## config.mk

```make
export PLATFORM = sky130hd
export DESIGN_NAME = modbus_rtu_master_framer
export DESIGN_NICKNAME = d
export VERILOG_FILES = /design/src/hw/rtl/mrtu_pkg.sv /design/src/hw/rtl/modbus_rtu_master_framer.sv /design/src/hw/rtl/mrtu_div.sv /design/src/hw/rtl/mrtu_ctrl.sv /design/src/hw/rtl/mrtu_dp.sv
export SDC_FILE = /design/constraint.sdc
export NUM_CORES = 2
export LEC_CHECK = 0
export BUFFER_PORTS_ARGS = -buffer_cell sky130_fd_sc_hd__buf_2
export CAP_MARGIN = 20
export CORE_MARGIN = 2
export CORE_UTILIZATION = 55
export DETAILED_ROUTE_END_ITERATION = 8
export GPL_TIMING_DRIVEN = 0
export PLACE_DENSITY = 0.72
export SYNTH_ARGS = -nofsm -noshare
export SYNTH_HDL_FRONTEND = slang
export SYNTH_HIERARCHICAL = 1
export SYNTH_SLANG_ARGS = --single-unit
export TNS_END_PERCENT = 50
```

## constraint.sdc

```tcl
create_clock -name i_clk -period 8.9 [get_ports i_clk]
set_clock_uncertainty 0.15 [all_clocks]
set_input_delay 1.335 -clock i_clk [delete_from_list [all_inputs] [get_ports i_clk]]
set_output_delay 1.335 -clock i_clk [all_outputs]
set_load 0.005 [all_outputs]
```

## src/hw/rtl/mrtu_pkg.sv

```systemverilog
// Shared types, constants and the CRC-16 byte function of the Modbus RTU master framer.
`default_nettype none

package mrtu_pkg;

    localparam int MAX_REGISTERS = 32;
    localparam int WORD_IDX_W    = $clog2(MAX_REGISTERS);

    // Configuration register indexes.
    localparam logic CFG_DEVICE_ID    = 1'b0;
    localparam logic CFG_DECAY_PERIOD = 1'b1;

    // Transaction status codes.
    localparam logic [1:0] ST_OK        = 2'd0;
    localparam logic [1:0] ST_WRITE_ERR = 2'd1;
    localparam logic [1:0] ST_READ_ERR  = 2'd2;

    // CRC seed and polynomial.
    localparam logic [15:0] CRC_INIT = 16'hFFFF;
    localparam logic [15:0] CRC_POLY = 16'hA001;

    typedef enum logic [2:0] {
        OP_READ,
        OP_SWRITE,
        OP_MWRITE,
        OP_DATA,
        OP_RXB,
        OP_TXFAIL,
        OP_TIMEOUT,
        OP_TICK
    } t_op;

    typedef enum logic [1:0] {
        PH_IDLE,
        PH_COLLECT,
        PH_AWAIT_READ,
        PH_AWAIT_WRITE
    } t_phase;

    typedef enum logic [1:0] {
        KIND_TX,
        KIND_WORD,
        KIND_STATUS,
        KIND_TOTAL
    } t_kind;

    typedef enum logic [3:0] {
        S_IDLE,
        S_DECODE,
        S_TX,
        S_RXB,
        S_WORD_RD,
        S_WORD_EMIT,
        S_STATUS,
        S_DIV,
        S_TOTAL
    } t_state;

    // Commands from the controller to the datapath.
    typedef struct packed {
        logic load;
        logic start;
        logic data_begin;
        logic tx_emit;
        logic rx_take;
        logic bump_wr;
        logic bump_rd;
        logic div_start;
        logic word_emit;
        logic status_emit;
        logic total_emit;
    } t_cmd;

    // Status from the datapath to the controller.
    typedef struct packed {
        t_op    op;
        t_phase phase;
        logic   out_room;
        logic   tx_final;
        logic   rx_final_good;
        logic   rx_has_words;
        logic   word_final;
        logic   div_done;
    } t_stat;

    // One byte of the reflected CRC-16 update.
    function automatic logic [15:0] crc_byte(input logic [15:0] crc, input logic [7:0] b);
        logic [15:0] c;
        c = crc ^ {8'h00, b};
        for (int i = 0; i < 8; i++) begin
            c = c[0] ? ((c >> 1) ^ CRC_POLY) : (c >> 1);
        end
        return c;
    endfunction

endpackage

`default_nettype wire

```

## src/hw/rtl/modbus_rtu_master_framer.sv

```systemverilog
// Top level of the Modbus RTU master framer: controller, datapath and ports.
//
// Input channel (i_in_valid/o_in_ready) takes one transaction: a request start,
// a multiple-write data word, a response byte, a link failure, a timeout or a tick.
// Output channel (o_out_valid/i_out_ready) returns transmit bytes, read words,
// a status or an error total, with o_last on the final result of a transaction.
// One transaction is handled at a time; o_in_ready is high only while idle.
// Each transaction is captured from idle and decoded in S_DECODE. A request then
// delivers one byte per cycle while the receiver does not stall (up to nine
// bytes), a response byte is taken in S_RXB, a good read releases each word
// through S_WORD_RD (registered store read) and S_WORD_EMIT and then the status,
// and a tick runs the bit-serial divider for the decay step. Ignored transactions
// and response bytes that complete no frame return to idle. A single output
// register holds the current result; when the receiver stalls the controller
// waits before the next result and takes no new transaction. Synchronous reset
// (i_rst_n low) sets device id 1, decay period 1000, clears the counters and the
// frame state, and empties the output register. The user must write configuration
// (i_cfg_we/i_cfg_index/i_cfg_data) only while idle; the block never checks it.
`default_nettype none

module modbus_rtu_master_framer (
    input  wire logic        i_clk,
    input  wire logic        i_rst_n,
    input  wire logic        i_cfg_we,
    input  wire logic        i_cfg_index,
    input  wire logic [31:0] i_cfg_data,
    input  wire logic        i_in_valid,
    output logic             o_in_ready,
    input  wire logic [2:0]  i_operation,
    input  wire logic [7:0]  i_function_code,
    input  wire logic [15:0] i_register_address,
    input  wire logic [5:0]  i_register_count,
    input  wire logic [15:0] i_write_value,
    input  wire logic [7:0]  i_rx_byte,
    output logic             o_out_valid,
    input  wire logic        i_out_ready,
    output logic [1:0]       o_kind,
    output logic [7:0]       o_tx_byte,
    output logic [15:0]      o_data_word,
    output logic [1:0]       o_status,
    output logic [16:0]      o_error_total,
    output logic             o_last
);

    mrtu_pkg::t_cmd  cmd;
    mrtu_pkg::t_stat stat;

    mrtu_ctrl u_ctrl (
        .i_clk      (i_clk),
        .i_rst_n    (i_rst_n),
        .i_in_valid (i_in_valid),
        .o_in_ready (o_in_ready),
        .i_stat     (stat),
        .o_cmd      (cmd)
    );

    mrtu_dp u_dp (
        .i_clk              (i_clk),
        .i_rst_n            (i_rst_n),
        .i_cmd              (cmd),
        .o_stat             (stat),
        .i_cfg_we           (i_cfg_we),
        .i_cfg_index        (i_cfg_index),
        .i_cfg_data         (i_cfg_data),
        .i_operation        (i_operation),
        .i_function_code    (i_function_code),
        .i_register_address (i_register_address),
        .i_register_count   (i_register_count),
        .i_write_value      (i_write_value),
        .i_rx_byte          (i_rx_byte),
        .o_out_valid        (o_out_valid),
        .i_out_ready        (i_out_ready),
        .o_kind             (o_kind),
        .o_tx_byte          (o_tx_byte),
        .o_data_word        (o_data_word),
        .o_status           (o_status),
        .o_error_total      (o_error_total),
        .o_last             (o_last)
    );

endmodule

`default_nettype wire

```

## src/hw/rtl/mrtu_div.sv

```systemverilog
// Restoring radix-2 divider, one quotient bit per cycle, used for error decay.
`default_nettype none

module mrtu_div (
    input  wire logic        i_clk,
    input  wire logic        i_rst_n,
    input  wire logic        i_start,
    input  wire logic [31:0] i_dividend,
    input  wire logic [31:0] i_divisor,
    output logic             o_done,
    output logic [31:0]      o_quotient,
    output logic [31:0]      o_remainder
);

    logic        r_busy, n_busy;
    logic        r_done, n_done;
    logic [4:0]  r_cnt, n_cnt;
    logic [31:0] r_quo, n_quo;
    logic [31:0] r_rem, n_rem;
    logic [31:0] r_dvs, n_dvs;
    logic [32:0] shifted;
    logic [33:0] diff;

    // One shift-and-subtract step.
    always_comb begin
        shifted = {r_rem, r_quo[31]};
        diff    = {1'b0, shifted} - {2'b00, r_dvs};
        n_busy  = r_busy;
        n_done  = 1'b0;
        n_cnt   = r_cnt;
        n_quo   = r_quo;
        n_rem   = r_rem;
        n_dvs   = r_dvs;
        if (i_start) begin
            n_busy = 1'b1;
            n_cnt  = '0;
            n_quo  = i_dividend;
            n_rem  = '0;
            n_dvs  = i_divisor;
        end else if (r_busy) begin
            if (!diff[33]) begin
                n_rem = diff[31:0];
                n_quo = {r_quo[30:0], 1'b1};
            end else begin
                n_rem = shifted[31:0];
                n_quo = {r_quo[30:0], 1'b0};
            end
            n_cnt = r_cnt + 5'd1;
            if (r_cnt == 5'd31) begin
                n_busy = 1'b0;
                n_done = 1'b1;
            end
        end
    end

    always_ff @(posedge i_clk) begin
        if (!i_rst_n) begin
            r_busy <= 1'b0;
            r_done <= 1'b0;
            r_cnt  <= '0;
        end else begin
            r_busy <= n_busy;
            r_done <= n_done;
            r_cnt  <= n_cnt;
        end
        r_quo <= n_quo;
        r_rem <= n_rem;
        r_dvs <= n_dvs;
    end

    assign o_done      = r_done;
    assign o_quotient  = r_quo;
    assign o_remainder = r_rem;

endmodule

`default_nettype wire

```

## src/hw/rtl/mrtu_ctrl.sv

```systemverilog
// Controller state machine that sequences each transaction through the datapath.
`default_nettype none

module mrtu_ctrl (
    input  wire logic          i_clk,
    input  wire logic          i_rst_n,
    input  wire logic          i_in_valid,
    output logic               o_in_ready,
    input  wire mrtu_pkg::t_stat i_stat,
    output mrtu_pkg::t_cmd     o_cmd
);

    mrtu_pkg::t_state r_state, n_state;

    always_ff @(posedge i_clk) begin
        if (!i_rst_n) begin
            r_state <= mrtu_pkg::S_IDLE;
        end else begin
            r_state <= n_state;
        end
    end

    // Next state and commands.
    always_comb begin
        n_state    = r_state;
        o_cmd      = '0;
        o_in_ready = 1'b0;
        case (r_state)
            mrtu_pkg::S_IDLE: begin
                o_in_ready = 1'b1;
                if (i_in_valid) begin
                    o_cmd.load = 1'b1;
                    n_state    = mrtu_pkg::S_DECODE;
                end
            end
            mrtu_pkg::S_DECODE: begin
                n_state = mrtu_pkg::S_IDLE;
                case (i_stat.op)
                    mrtu_pkg::OP_READ, mrtu_pkg::OP_SWRITE, mrtu_pkg::OP_MWRITE: begin
                        if (i_stat.phase == mrtu_pkg::PH_IDLE) begin
                            o_cmd.start = 1'b1;
                            n_state     = mrtu_pkg::S_TX;
                        end
                    end
                    mrtu_pkg::OP_DATA: begin
                        if (i_stat.phase == mrtu_pkg::PH_COLLECT) begin
                            o_cmd.data_begin = 1'b1;
                            n_state          = mrtu_pkg::S_TX;
                        end
                    end
                    mrtu_pkg::OP_RXB: begin
                        if (i_stat.phase == mrtu_pkg::PH_AWAIT_READ ||
                            i_stat.phase == mrtu_pkg::PH_AWAIT_WRITE) begin
                            n_state = mrtu_pkg::S_RXB;
                        end
                    end
                    mrtu_pkg::OP_TXFAIL: begin
                        if (i_stat.phase != mrtu_pkg::PH_IDLE) begin
                            o_cmd.bump_wr = 1'b1;
                            n_state       = mrtu_pkg::S_STATUS;
                        end
                    end
                    mrtu_pkg::OP_TIMEOUT: begin
                        if (i_stat.phase == mrtu_pkg::PH_AWAIT_READ ||
                            i_stat.phase == mrtu_pkg::PH_AWAIT_WRITE) begin
                            o_cmd.bump_rd = 1'b1;
                            n_state       = mrtu_pkg::S_STATUS;
                        end
                    end
                    default: begin
                        o_cmd.div_start = 1'b1;
                        n_state         = mrtu_pkg::S_DIV;
                    end
                endcase
            end
            mrtu_pkg::S_TX: begin
                if (i_stat.out_room) begin
                    o_cmd.tx_emit = 1'b1;
                    if (i_stat.tx_final) begin
                        n_state = mrtu_pkg::S_IDLE;
                    end
                end
            end
            mrtu_pkg::S_RXB: begin
                o_cmd.rx_take = 1'b1;
                if (!i_stat.rx_final_good) begin
                    n_state = mrtu_pkg::S_IDLE;
                end else if (i_stat.rx_has_words) begin
                    n_state = mrtu_pkg::S_WORD_RD;
                end else begin
                    n_state = mrtu_pkg::S_STATUS;
                end
            end
            mrtu_pkg::S_WORD_RD: begin
                n_state = mrtu_pkg::S_WORD_EMIT;
            end
            mrtu_pkg::S_WORD_EMIT: begin
                if (i_stat.out_room) begin
                    o_cmd.word_emit = 1'b1;
                    n_state = i_stat.word_final ? mrtu_pkg::S_STATUS : mrtu_pkg::S_WORD_RD;
                end
            end
            mrtu_pkg::S_STATUS: begin
                if (i_stat.out_room) begin
                    o_cmd.status_emit = 1'b1;
                    n_state           = mrtu_pkg::S_IDLE;
                end
            end
            mrtu_pkg::S_DIV: begin
                if (i_stat.div_done) begin
                    n_state = mrtu_pkg::S_TOTAL;
                end
            end
            mrtu_pkg::S_TOTAL: begin
                if (i_stat.out_room) begin
                    o_cmd.total_emit = 1'b1;
                    n_state          = mrtu_pkg::S_IDLE;
                end
            end
            default: begin
                n_state = mrtu_pkg::S_IDLE;
            end
        endcase
    end

endmodule

`default_nettype wire

```

## src/hw/rtl/mrtu_dp.sv

```systemverilog
// Datapath: frame state, CRC, response word store, error counters and output register.
`default_nettype none

module mrtu_dp (
    input  wire logic          i_clk,
    input  wire logic          i_rst_n,
    input  wire mrtu_pkg::t_cmd i_cmd,
    output mrtu_pkg::t_stat    o_stat,
    input  wire logic          i_cfg_we,
    input  wire logic          i_cfg_index,
    input  wire logic [31:0]   i_cfg_data,
    input  wire logic [2:0]    i_operation,
    input  wire logic [7:0]    i_function_code,
    input  wire logic [15:0]   i_register_address,
    input  wire logic [5:0]    i_register_count,
    input  wire logic [15:0]   i_write_value,
    input  wire logic [7:0]    i_rx_byte,
    output logic               o_out_valid,
    input  wire logic          i_out_ready,
    output logic [1:0]         o_kind,
    output logic [7:0]         o_tx_byte,
    output logic [15:0]        o_data_word,
    output logic [1:0]         o_status,
    output logic [16:0]        o_error_total,
    output logic               o_last
);

    localparam logic [5:0] MAX_CNT = 6'(mrtu_pkg::MAX_REGISTERS);

    // Configuration.
    logic [7:0]  r_device_id;
    logic [31:0] r_decay_period;

    // Latched transaction.
    mrtu_pkg::t_op r_op;
    logic [7:0]  r_in_fc;
    logic [15:0] r_in_addr;
    logic [5:0]  r_in_cnt;
    logic [15:0] r_in_val;
    logic [7:0]  r_in_rb;

    // Frame state.
    mrtu_pkg::t_phase r_phase;
    logic [7:0]  r_act_fc;
    logic [15:0] r_act_addr;
    logic [5:0]  r_act_cnt;
    logic [5:0]  r_wts;
    logic [15:0] r_tx_crc;
    logic [15:0] r_rx_crc;
    logic [6:0]  r_rx_pos;
    logic        r_rx_ok;
    logic [7:0]  r_rx_hi;
    logic [15:0] r_wr_err;
    logic [15:0] r_rd_err;
    logic [31:0] r_elapsed;
    logic [1:0]  r_code;

    // Transmit sequencing.
    logic [3:0]  r_tx_idx;
    logic [3:0]  r_tx_len;
    logic        r_tx_crc_tail;
    logic        r_tx_start;
    logic        r_tx_single;

    // Word release.
    logic [5:0]  r_word_idx;
    logic [15:0] r_rd_data;
    logic [15:0] mem [mrtu_pkg::MAX_REGISTERS];

    // Output register.
    logic        r_out_valid;
    logic [1:0]  r_kind;
    logic [7:0]  r_tx_byte;
    logic [15:0] r_data_word;
    logic [1:0]  r_status;
    logic [16:0] r_total;
    logic        r_last;

    // Divider.
    logic        div_done;
    logic [31:0] div_quo;
    logic [31:0] div_rem;
    logic [31:0] divisor;

    logic [5:0]  cnt_sat;
    logic        out_room;
    logic        tx_is_crc_lo, tx_is_crc_hi;
    logic [7:0]  tx_data_byte;
    logic [7:0]  tx_byte;
    logic        rx_rd;
    logic [6:0]  rx_len;
    logic [6:0]  rx_pos2;
    logic        rx_mid, rx_crclo, rx_final;
    logic [6:0]  rx_off;
    logic        rx_hdr_bad;
    logic        rx_final_good;
    logic [15:0] k_sat;
    logic [15:0] wr_dec, rd_dec;

    assign cnt_sat  = (i_register_count > MAX_CNT) ? MAX_CNT : i_register_count;
    assign out_room = !r_out_valid || i_out_ready;
    assign divisor  = (r_decay_period == 32'd0) ? 32'd1 : r_decay_period;

    mrtu_div u_div (
        .i_clk       (i_clk),
        .i_rst_n     (i_rst_n),
        .i_start     (i_cmd.div_start),
        .i_dividend  (r_elapsed),
        .i_divisor   (divisor),
        .o_done      (div_done),
        .o_quotient  (div_quo),
        .o_remainder (div_rem)
    );

    // Byte to transmit at the current frame index.
    always_comb begin
        tx_is_crc_lo = r_tx_crc_tail && (r_tx_idx == r_tx_len - 4'd2);
        tx_is_crc_hi = r_tx_crc_tail && (r_tx_idx == r_tx_len - 4'd1);
        tx_data_byte = 8'h00;
        if (r_tx_start) begin
            case (r_tx_idx)
                4'd0:    tx_data_byte = r_device_id;
                4'd1:    tx_data_byte = r_act_fc;
                4'd2:    tx_data_byte = r_act_addr[15:8];
                4'd3:    tx_data_byte = r_act_addr[7:0];
                4'd4:    tx_data_byte = r_tx_single ? r_in_val[15:8] : 8'h00;
                4'd5:    tx_data_byte = r_tx_single ? r_in_val[7:0] : {2'b00, r_act_cnt};
                default: tx_data_byte = {1'b0, r_act_cnt, 1'b0};
            endcase
        end else begin
            tx_data_byte = (r_tx_idx == 4'd0) ? r_in_val[15:8] : r_in_val[7:0];
        end
        tx_byte = tx_is_crc_lo ? r_tx_crc[7:0] :
                  tx_is_crc_hi ? r_tx_crc[15:8] : tx_data_byte;
    end

    // Response byte position checks.
    always_comb begin
        rx_rd    = (r_phase == mrtu_pkg::PH_AWAIT_READ);
        rx_len   = rx_rd ? (7'({r_act_cnt, 1'b0}) + 7'd5) : 7'd8;
        rx_pos2  = r_rx_pos + 7'd2;
        rx_mid   = rx_pos2 < rx_len;
        rx_crclo = rx_pos2 == rx_len;
        rx_final = !rx_mid && !rx_crclo;
        rx_off   = r_rx_pos - 7'd3;
        rx_hdr_bad = 1'b0;
        if (r_rx_pos == 7'd0 && r_in_rb != r_device_id) rx_hdr_bad = 1'b1;
        if (r_rx_pos == 7'd1 && r_in_rb != r_act_fc) rx_hdr_bad = 1'b1;
        if (rx_rd) begin
            if (r_rx_pos == 7'd2 && r_in_rb != {1'b0, r_act_cnt, 1'b0}) rx_hdr_bad = 1'b1;
        end else begin
            if (r_rx_pos == 7'd2 && r_in_rb != r_act_addr[15:8]) rx_hdr_bad = 1'b1;
            if (r_rx_pos == 7'd3 && r_in_rb != r_act_addr[7:0]) rx_hdr_bad = 1'b1;
        end
        rx_final_good = rx_final && r_rx_ok && (r_in_rb == r_rx_crc[15:8]);
    end

    // Decay step with the quotient saturated to the counter range.
    always_comb begin
        k_sat  = (div_quo[31:16] != 16'd0) ? 16'hFFFF : div_quo[15:0];
        wr_dec = (r_wr_err > k_sat) ? (r_wr_err - k_sat) : 16'd0;
        rd_dec = (r_rd_err > k_sat) ? (r_rd_err - k_sat) : 16'd0;
    end

    // Status to the controller.
    always_comb begin
        o_stat.op            = r_op;
        o_stat.phase         = r_phase;
        o_stat.out_room      = out_room;
        o_stat.tx_final      = (r_tx_idx == r_tx_len - 4'd1);
        o_stat.rx_final_good = rx_final_good;
        o_stat.rx_has_words  = rx_rd && (r_act_cnt != 6'd0);
        o_stat.word_final    = (r_word_idx + 6'd1 == r_act_cnt);
        o_stat.div_done      = div_done;
    end

    // Response word store.
    always_ff @(posedge i_clk) begin
        if (i_cmd.rx_take && rx_rd && rx_mid && r_rx_pos >= 7'd3 && rx_off[0]) begin
            mem[rx_off[mrtu_pkg::WORD_IDX_W:1]] <= {r_rx_hi, r_in_rb};
        end
        r_rd_data <= mem[r_word_idx[mrtu_pkg::WORD_IDX_W-1:0]];
    end

    // Input latch and high-byte holding register.
    always_ff @(posedge i_clk) begin
        if (i_cmd.load) begin
            r_in_fc   <= i_function_code;
            r_in_addr <= i_register_address;
            r_in_cnt  <= cnt_sat;
            r_in_val  <= i_write_value;
            r_in_rb   <= i_rx_byte;
        end
        if (i_cmd.rx_take && rx_mid && !rx_off[0]) begin
            r_rx_hi <= r_in_rb;
        end
    end

    // Control and frame state.
    always_ff @(posedge i_clk) begin
        if (!i_rst_n) begin
            r_device_id    <= 8'd1;
            r_decay_period <= 32'd1000;
            r_op           <= mrtu_pkg::OP_READ;
            r_phase        <= mrtu_pkg::PH_IDLE;
            r_act_fc       <= '0;
            r_act_addr     <= '0;
            r_act_cnt      <= '0;
            r_wts          <= '0;
            r_tx_crc       <= mrtu_pkg::CRC_INIT;
            r_rx_crc       <= mrtu_pkg::CRC_INIT;
            r_rx_pos       <= '0;
            r_rx_ok        <= 1'b1;
            r_wr_err       <= '0;
            r_rd_err       <= '0;
            r_elapsed      <= '0;
            r_code         <= mrtu_pkg::ST_OK;
            r_tx_idx       <= '0;
            r_tx_len       <= '0;
            r_tx_crc_tail  <= 1'b0;
            r_tx_start     <= 1'b0;
            r_tx_single    <= 1'b0;
            r_word_idx     <= '0;
            r_out_valid    <= 1'b0;
        end else begin
            if (i_cfg_we) begin
                case (i_cfg_index)
                    mrtu_pkg::CFG_DEVICE_ID:    r_device_id    <= i_cfg_data[7:0];
                    mrtu_pkg::CFG_DECAY_PERIOD: r_decay_period <= i_cfg_data;
                    default: ;
                endcase
            end
            if (i_cmd.load) begin
                r_op <= mrtu_pkg::t_op'(i_operation);
            end

            // Output register fills on any emit and drains when the receiver takes it.
            if (i_cmd.tx_emit || i_cmd.word_emit || i_cmd.status_emit || i_cmd.total_emit) begin
                r_out_valid <= 1'b1;
            end else if (i_out_ready) begin
                r_out_valid <= 1'b0;
            end

            // New request frame.
            if (i_cmd.start) begin
                r_act_fc    <= r_in_fc;
                r_act_addr  <= r_in_addr;
                r_act_cnt   <= r_in_cnt;
                r_wts       <= r_in_cnt;
                r_tx_crc    <= mrtu_pkg::CRC_INIT;
                r_rx_crc    <= mrtu_pkg::CRC_INIT;
                r_rx_pos    <= '0;
                r_rx_ok     <= 1'b1;
                r_tx_idx    <= '0;
                r_tx_start  <= 1'b1;
                r_tx_single <= (r_op == mrtu_pkg::OP_SWRITE);
                case (r_op)
                    mrtu_pkg::OP_MWRITE: begin
                        if (r_in_cnt == 6'd0) begin
                            r_tx_len      <= 4'd9;
                            r_tx_crc_tail <= 1'b1;
                            r_phase       <= mrtu_pkg::PH_AWAIT_WRITE;
                        end else begin
                            r_tx_len      <= 4'd7;
                            r_tx_crc_tail <= 1'b0;
                            r_phase       <= mrtu_pkg::PH_COLLECT;
                        end
                    end
                    mrtu_pkg::OP_SWRITE: begin
                        r_tx_len      <= 4'd8;
                        r_tx_crc_tail <= 1'b1;
                        r_phase       <= mrtu_pkg::PH_AWAIT_WRITE;
                    end
                    default: begin
                        r_tx_len      <= 4'd8;
                        r_tx_crc_tail <= 1'b1;
                        r_phase       <= mrtu_pkg::PH_AWAIT_READ;
                    end
                endcase
            end

            // One data word of a multiple write.
            if (i_cmd.data_begin) begin
                r_tx_idx   <= '0;
                r_tx_start <= 1'b0;
                r_wts      <= r_wts - 6'd1;
                if (r_wts == 6'd1) begin
                    r_tx_len      <= 4'd4;
                    r_tx_crc_tail <= 1'b1;
                    r_phase       <= mrtu_pkg::PH_AWAIT_WRITE;
                    r_rx_crc      <= mrtu_pkg::CRC_INIT;
                    r_rx_pos      <= '0;
                    r_rx_ok       <= 1'b1;
                end else begin
                    r_tx_len      <= 4'd2;
                    r_tx_crc_tail <= 1'b0;
                end
            end

            // Frame byte out.
            if (i_cmd.tx_emit) begin
                r_tx_idx <= r_tx_idx + 4'd1;
                if (!tx_is_crc_lo && !tx_is_crc_hi) begin
                    r_tx_crc <= mrtu_pkg::crc_byte(r_tx_crc, tx_byte);
                end
                r_kind      <= mrtu_pkg::KIND_TX;
                r_tx_byte   <= tx_byte;
                r_data_word <= '0;
                r_status    <= '0;
                r_total     <= '0;
                r_last      <= (r_tx_idx == r_tx_len - 4'd1);
            end

            // Response byte in.
            if (i_cmd.rx_take) begin
                r_word_idx <= '0;
                r_code     <= mrtu_pkg::ST_OK;
                if (rx_mid) begin
                    if (rx_hdr_bad) r_rx_ok <= 1'b0;
                    r_rx_crc <= mrtu_pkg::crc_byte(r_rx_crc, r_in_rb);
                    r_rx_pos <= r_rx_pos + 7'd1;
                end else if (rx_crclo) begin
                    if (r_in_rb != r_rx_crc[7:0]) r_rx_ok <= 1'b0;
                    r_rx_pos <= r_rx_pos + 7'd1;
                end else if (!rx_final_good) begin
                    r_rx_crc <= mrtu_pkg::CRC_INIT;
                    r_rx_pos <= '0;
                    r_rx_ok  <= 1'b1;
                end
            end

            // Error counters.
            if (i_cmd.bump_wr) begin
                if (r_wr_err != 16'hFFFF) r_wr_err <= r_wr_err + 16'd1;
                r_code <= mrtu_pkg::ST_WRITE_ERR;
            end
            if (i_cmd.bump_rd) begin
                if (r_rd_err != 16'hFFFF) r_rd_err <= r_rd_err + 16'd1;
                r_code <= mrtu_pkg::ST_READ_ERR;
            end

            // Released read word.
            if (i_cmd.word_emit) begin
                r_word_idx  <= r_word_idx + 6'd1;
                r_kind      <= mrtu_pkg::KIND_WORD;
                r_tx_byte   <= '0;
                r_data_word <= r_rd_data;
                r_status    <= '0;
                r_total     <= '0;
                r_last      <= 1'b0;
            end

            // Transaction status ends the transaction.
            if (i_cmd.status_emit) begin
                r_phase     <= mrtu_pkg::PH_IDLE;
                r_kind      <= mrtu_pkg::KIND_STATUS;
                r_tx_byte   <= '0;
                r_data_word <= '0;
                r_status    <= r_code;
                r_total     <= '0;
                r_last      <= 1'b1;
            end

            // Decay result and error total.
            if (i_cmd.total_emit) begin
                r_elapsed   <= div_rem + 32'd1;
                r_wr_err    <= wr_dec;
                r_rd_err    <= rd_dec;
                r_kind      <= mrtu_pkg::KIND_TOTAL;
                r_tx_byte   <= '0;
                r_data_word <= '0;
                r_status    <= '0;
                r_total     <= {1'b0, wr_dec} + {1'b0, rd_dec};
                r_last      <= 1'b1;
            end
        end
    end

    assign o_out_valid   = r_out_valid;
    assign o_kind        = r_kind;
    assign o_tx_byte     = r_tx_byte;
    assign o_data_word   = r_data_word;
    assign o_status      = r_status;
    assign o_error_total = r_total;
    assign o_last        = r_last;

endmodule

`default_nettype wire

```

==> results.sh <==
export IMPL_status="finished, final reports clean"
export IMPL_rsz0062_at_grt="no"
export IMPL_slew_headroom=0.224
export IMPL_hp_start="u_dp/r_decay_period[25]"
export IMPL_grt_pass1_vias=29100
export IMPL_ys_seq_area_frac=0.587
export IMPL_synth_cells=3448
export IMPL_path_buf_inv=4
export IMPL_ctsHtreeMaxLevel=3
export IMPL_reg2reg_slack_ns=0.76
export IMPL_setup_viol=0
export IMPL_ir_drop_uv=214
export IMPL_area_delta_synth_final_pct=14.2
export IMPL_finalPower_w=0.0117
export IMPL_yosysWarnings=6
export IMPL_worstPathArrival_ns=8.35
export IMPL_worstHoldPathCells=2
export IMPL_nets=3948
export IMPL_crit_path_start_kind="register"
export IMPL_p_leak_nw=17.3
export IMPL_yosys_register_bits=948
export IMPL_synth_edf_count=684
export IMPL_worst_setup_path_end_kind="register"
export IMPL_cts_buffers=94
export IMPL_final_area_um2=50200
export IMPL_crit_type="register to register"
export IMPL_drt_iter0_drc=3438
export IMPL_cts_tree="done"
export IMPL_cp_common_cell="o21ai_0"
export IMPL_die_w_um=287
export IMPL_async_flop_share=0
export IMPL_core_area_um2=79100
export IMPL_routed_wl_um=122000
export IMPL_netlist_area_um2=44000
export IMPL_viasPerCell=6.18
export IMPL_grt_max_degree=42
export IMPL_gr_total_overflow=0
export IMPL_pre_cts_ws_ns=1.00
export IMPL_required_ns=9.12
export IMPL_hold_violations=0
export IMPL_cts_resized=0
export IMPL_grt_pass1_wl_um=179000
export IMPL_drc=0
export IMPL_firstDrtPassIters=6
export IMPL_gp_congestion=0.918
export IMPL_die_y_um=287
export IMPL_num_vias=30100
export IMPL_worst_path_max_fanout=10
export IMPL_initial_utilization=0.556
export IMPL_power_density_nw_per_um2=232
export IMPL_r2r_end="u_dp/o_error_total[14]"
export IMPL_insertion_delay_ns=0.68
export IMPL_cp_num_cells=30
export IMPL_grt_antenna_before_repair=1
export IMPL_cts_setup_buffers=0
export IMPL_critPathTopFamily="compound AO/OA/AOI/OAI gates"
export IMPL_fin_setup_tns_ns=0
export IMPL_io_pins=143
export IMPL_holdPathEnd="u_dp/r_decay_period[25]"
export IMPL_grtUsageMet1=0.393
export IMPL_synth_distinct_cells=103
export IMPL_gr_usage_met3=0.0425
export IMPL_period_needed_ns=8.14
export IMPL_tightest_slew_ns=1.16
export IMPL_io_buffers=142
export IMPL_syn_nets=3655
export IMPL_avgRoutedWirePerCell_um=25.0
export IMPL_core_rowCount=103
export IMPL_cts_clk_slew_worst_paths_ns=0.06
export IMPL_ant_nets=0
export IMPL_top_usage_layer="met2"
export IMPL_drv_cap=0
export IMPL_cts_hold_buffers=0
export IMPL_cts_buffer_depth=3
export IMPL_hpwl_um=83900
export IMPL_dp_cells=4683
export IMPL_post_route_period_util=0.914
export IMPL_reg2reg_depth=30
export IMPL_fmaxAchievable_mhz=123
export IMPL_fin_cells=4874
export IMPL_layout_drive_gt1_share=0.167
export IMPL_finalMaxSlewViolations=0
export IMPL_syn_area_per_cell_um2=12.8
export IMPL_met2_usage=0.475
export IMPL_rr_startpoint="u_dp/u_div/o_quotient[18]"
export IMPL_root_buffer="clkbuf_16"
export IMPL_cpPeakStageDelay_ns=0.64
export IMPL_clkSinkCount=948
export IMPL_hold_path_class="register to register"
export IMPL_grt_use_total=0.290
export IMPL_timing_final_ws_setup_ns=0.763
export IMPL_dieArea_um2=82200
export IMPL_synthFlopType="edfxtp_1"
export IMPL_cpMaxStageDelayCell="or4_1"
export IMPL_placed_area_um2=46800
worst max path at each step:
stage	slack (ns)	start	endpoint
after CTS	0.91	u_dp/u_div/o_quotient[18]	u_dp/o_error_total[14]
final	0.76	u_dp/u_div/o_quotient[18]	u_dp/o_error_total[14]
after global routing	0.32	u_dp/u_div/o_quotient[18]	u_dp/o_error_total[14]
after floorplan	2.39	u_dp/u_div/o_quotient[18]	u_dp/o_error_total[14]
after detailed placement	1.00	u_dp/u_div/o_quotient[18]	u_dp/o_error_total[14]
after global placement	1.17	u_dp/u_div/o_quotient[18]	u_dp/o_error_total[14]
Yosys cell counts, types with 10 or more instances:
cell type | n | area share
nor3b_1 | 11 | 0.0019
a22oi_1 | 20 | 0.0034
o21bai_1 | 14 | 0.0024
edfxtp_1 | 684 | 0.47
buf_2 | 10 | 0.0011
o22ai_1 | 23 | 0.0033
and2_1 | 32 | 0.0046
a21o_1 | 28 | 0.0048
or4_1 | 11 | 0.0019
nor2b_1 | 28 | 0.0040
nand3_1 | 69 | 0.0079
a211oi_1 | 63 | 0.011
nand4_1 | 40 | 0.0057
nor2_1 | 321 | 0.027
ha_1 | 110 | 0.031
nor3_1 | 65 | 0.0074
clkbuf_1 | 159 | 0.014
or3_1 | 20 | 0.0028
and3_1 | 34 | 0.0048
o211ai_1 | 10 | 0.0017
a311oi_1 | 25 | 0.0050
buf_1 | 32 | 0.0027
xor2_1 | 89 | 0.018
xnor2_1 | 141 | 0.028
mux2_2 | 49 | 0.013
o31ai_1 | 13 | 0.0022
mux2i_1 | 55 | 0.013
nor4_1 | 17 | 0.0024
mux4_2 | 160 | 0.082
inv_1 | 120 | 0.010
a31oi_1 | 17 | 0.0024
dfxtp_1 | 264 | 0.12
nand2_1 | 253 | 0.022
a21oi_1 | 151 | 0.017
nand2b_1 | 23 | 0.0033
o21a_1 | 17 | 0.0029
o21ai_0 | 99 | 0.011
cell usage in the layout (no fill, tap or decap), drive strengths merged, types with 17 or more instances in the layout:
cell type	Yosys	final
edfxtp	684	684
nor2	323	323
clkbuf	160	289
dfxtp	264	264
nand2	253	253
buf	56	252
mux4	160	160
a21oi	154	154
xnor2	143	143
inv	121	125
ha	110	110
o21ai	107	107
xor2	90	90
nand3	69	69
nor3	66	66
a211oi	64	64
mux2i	56	56
mux2	52	52
nand4	40	40
clkinv	3	37
and3	34	34
and2	32	32
nor2b	28	28
a21o	28	28
a311oi	27	27
o22ai	24	24
nand2b	23	23
or3	20	20
a22oi	20	20
nor4	20	20
o21a	17	17
a31oi	17	17
power by group:
group / total (W) / switching (W) / internal, W
Clock: 0.00407 / 0.00175 / 0.00232
Combinational: 0.00228 / 0.00134 / 0.000941
Sequential: 0.00532 / 0.000283 / 0.00504
Total: 0.0117 / 0.00337 / 0.00830
sequential cells by signal, summed over array words and instances, names as in the netlist, 17 cells and up:
name / flops
u_dp/mem: 512
u_dp/o_error_total: 17
u_dp/r_decay_period: 32
u_dp/u_div/o_remainder: 32
u_dp/u_div/r_dvs: 32
u_dp/r_elapsed: 32
u_dp/u_div/o_quotient: 32
per-layer routing:
metal | up-vias | share of wire
met3 | 255 | 0.081
met5 | - | 0
met2 | 1465 | 0.49
met1 | 14900 | 0.40
met4 | 0 | 0.038
li1 | 13500 | -
per-stage QoR:
stage / utilization / hold slack, ns
final: 0.635 / 0.325
after global routing: 0.635 / 0.345
after CTS: 0.632 / 0.323
after detailed placement: 0.592 / 0.315
after global placement: 0.581 / 0.311
after floorplan: - / 0.296
worst min-delay path: cells and delay by family, from the launching register on:
family / cells / cell delay, ns
flops: 1 / 0.32
simple gates: 1 / 0.06
compound gates: 1 / 0.05
kinds of logic (layout without fill, tap and decap cells):
kind of cell	Yosys count	count (layout)	synth area share
and+or+nand+nor	963	963	0.104
DFF	948	948	0.587
AOI/OAI and AO/OA	582	582	0.0892
buffers and inverters	340	714	0.0311
muxes	268	268	0.109
xor gates and xnor gates	235	235	0.0479
adders and majority gates	112	112	0.0322
other	0	2	0
final cells by class:
class	count	area [um^2]
Fill cell	5902	28900
Sequential cell	948	25800
Multi-Input combinational cell	2160	16900
Clock buffer	128	2580
Timing Repair Buffer	197	1680
Tap cell	1050	1310
Buffer	216	903
Clock inverter	49	593
Inverter	124	465
Antenna cell	2	5.00
Power figures use the tool's default switching activity.
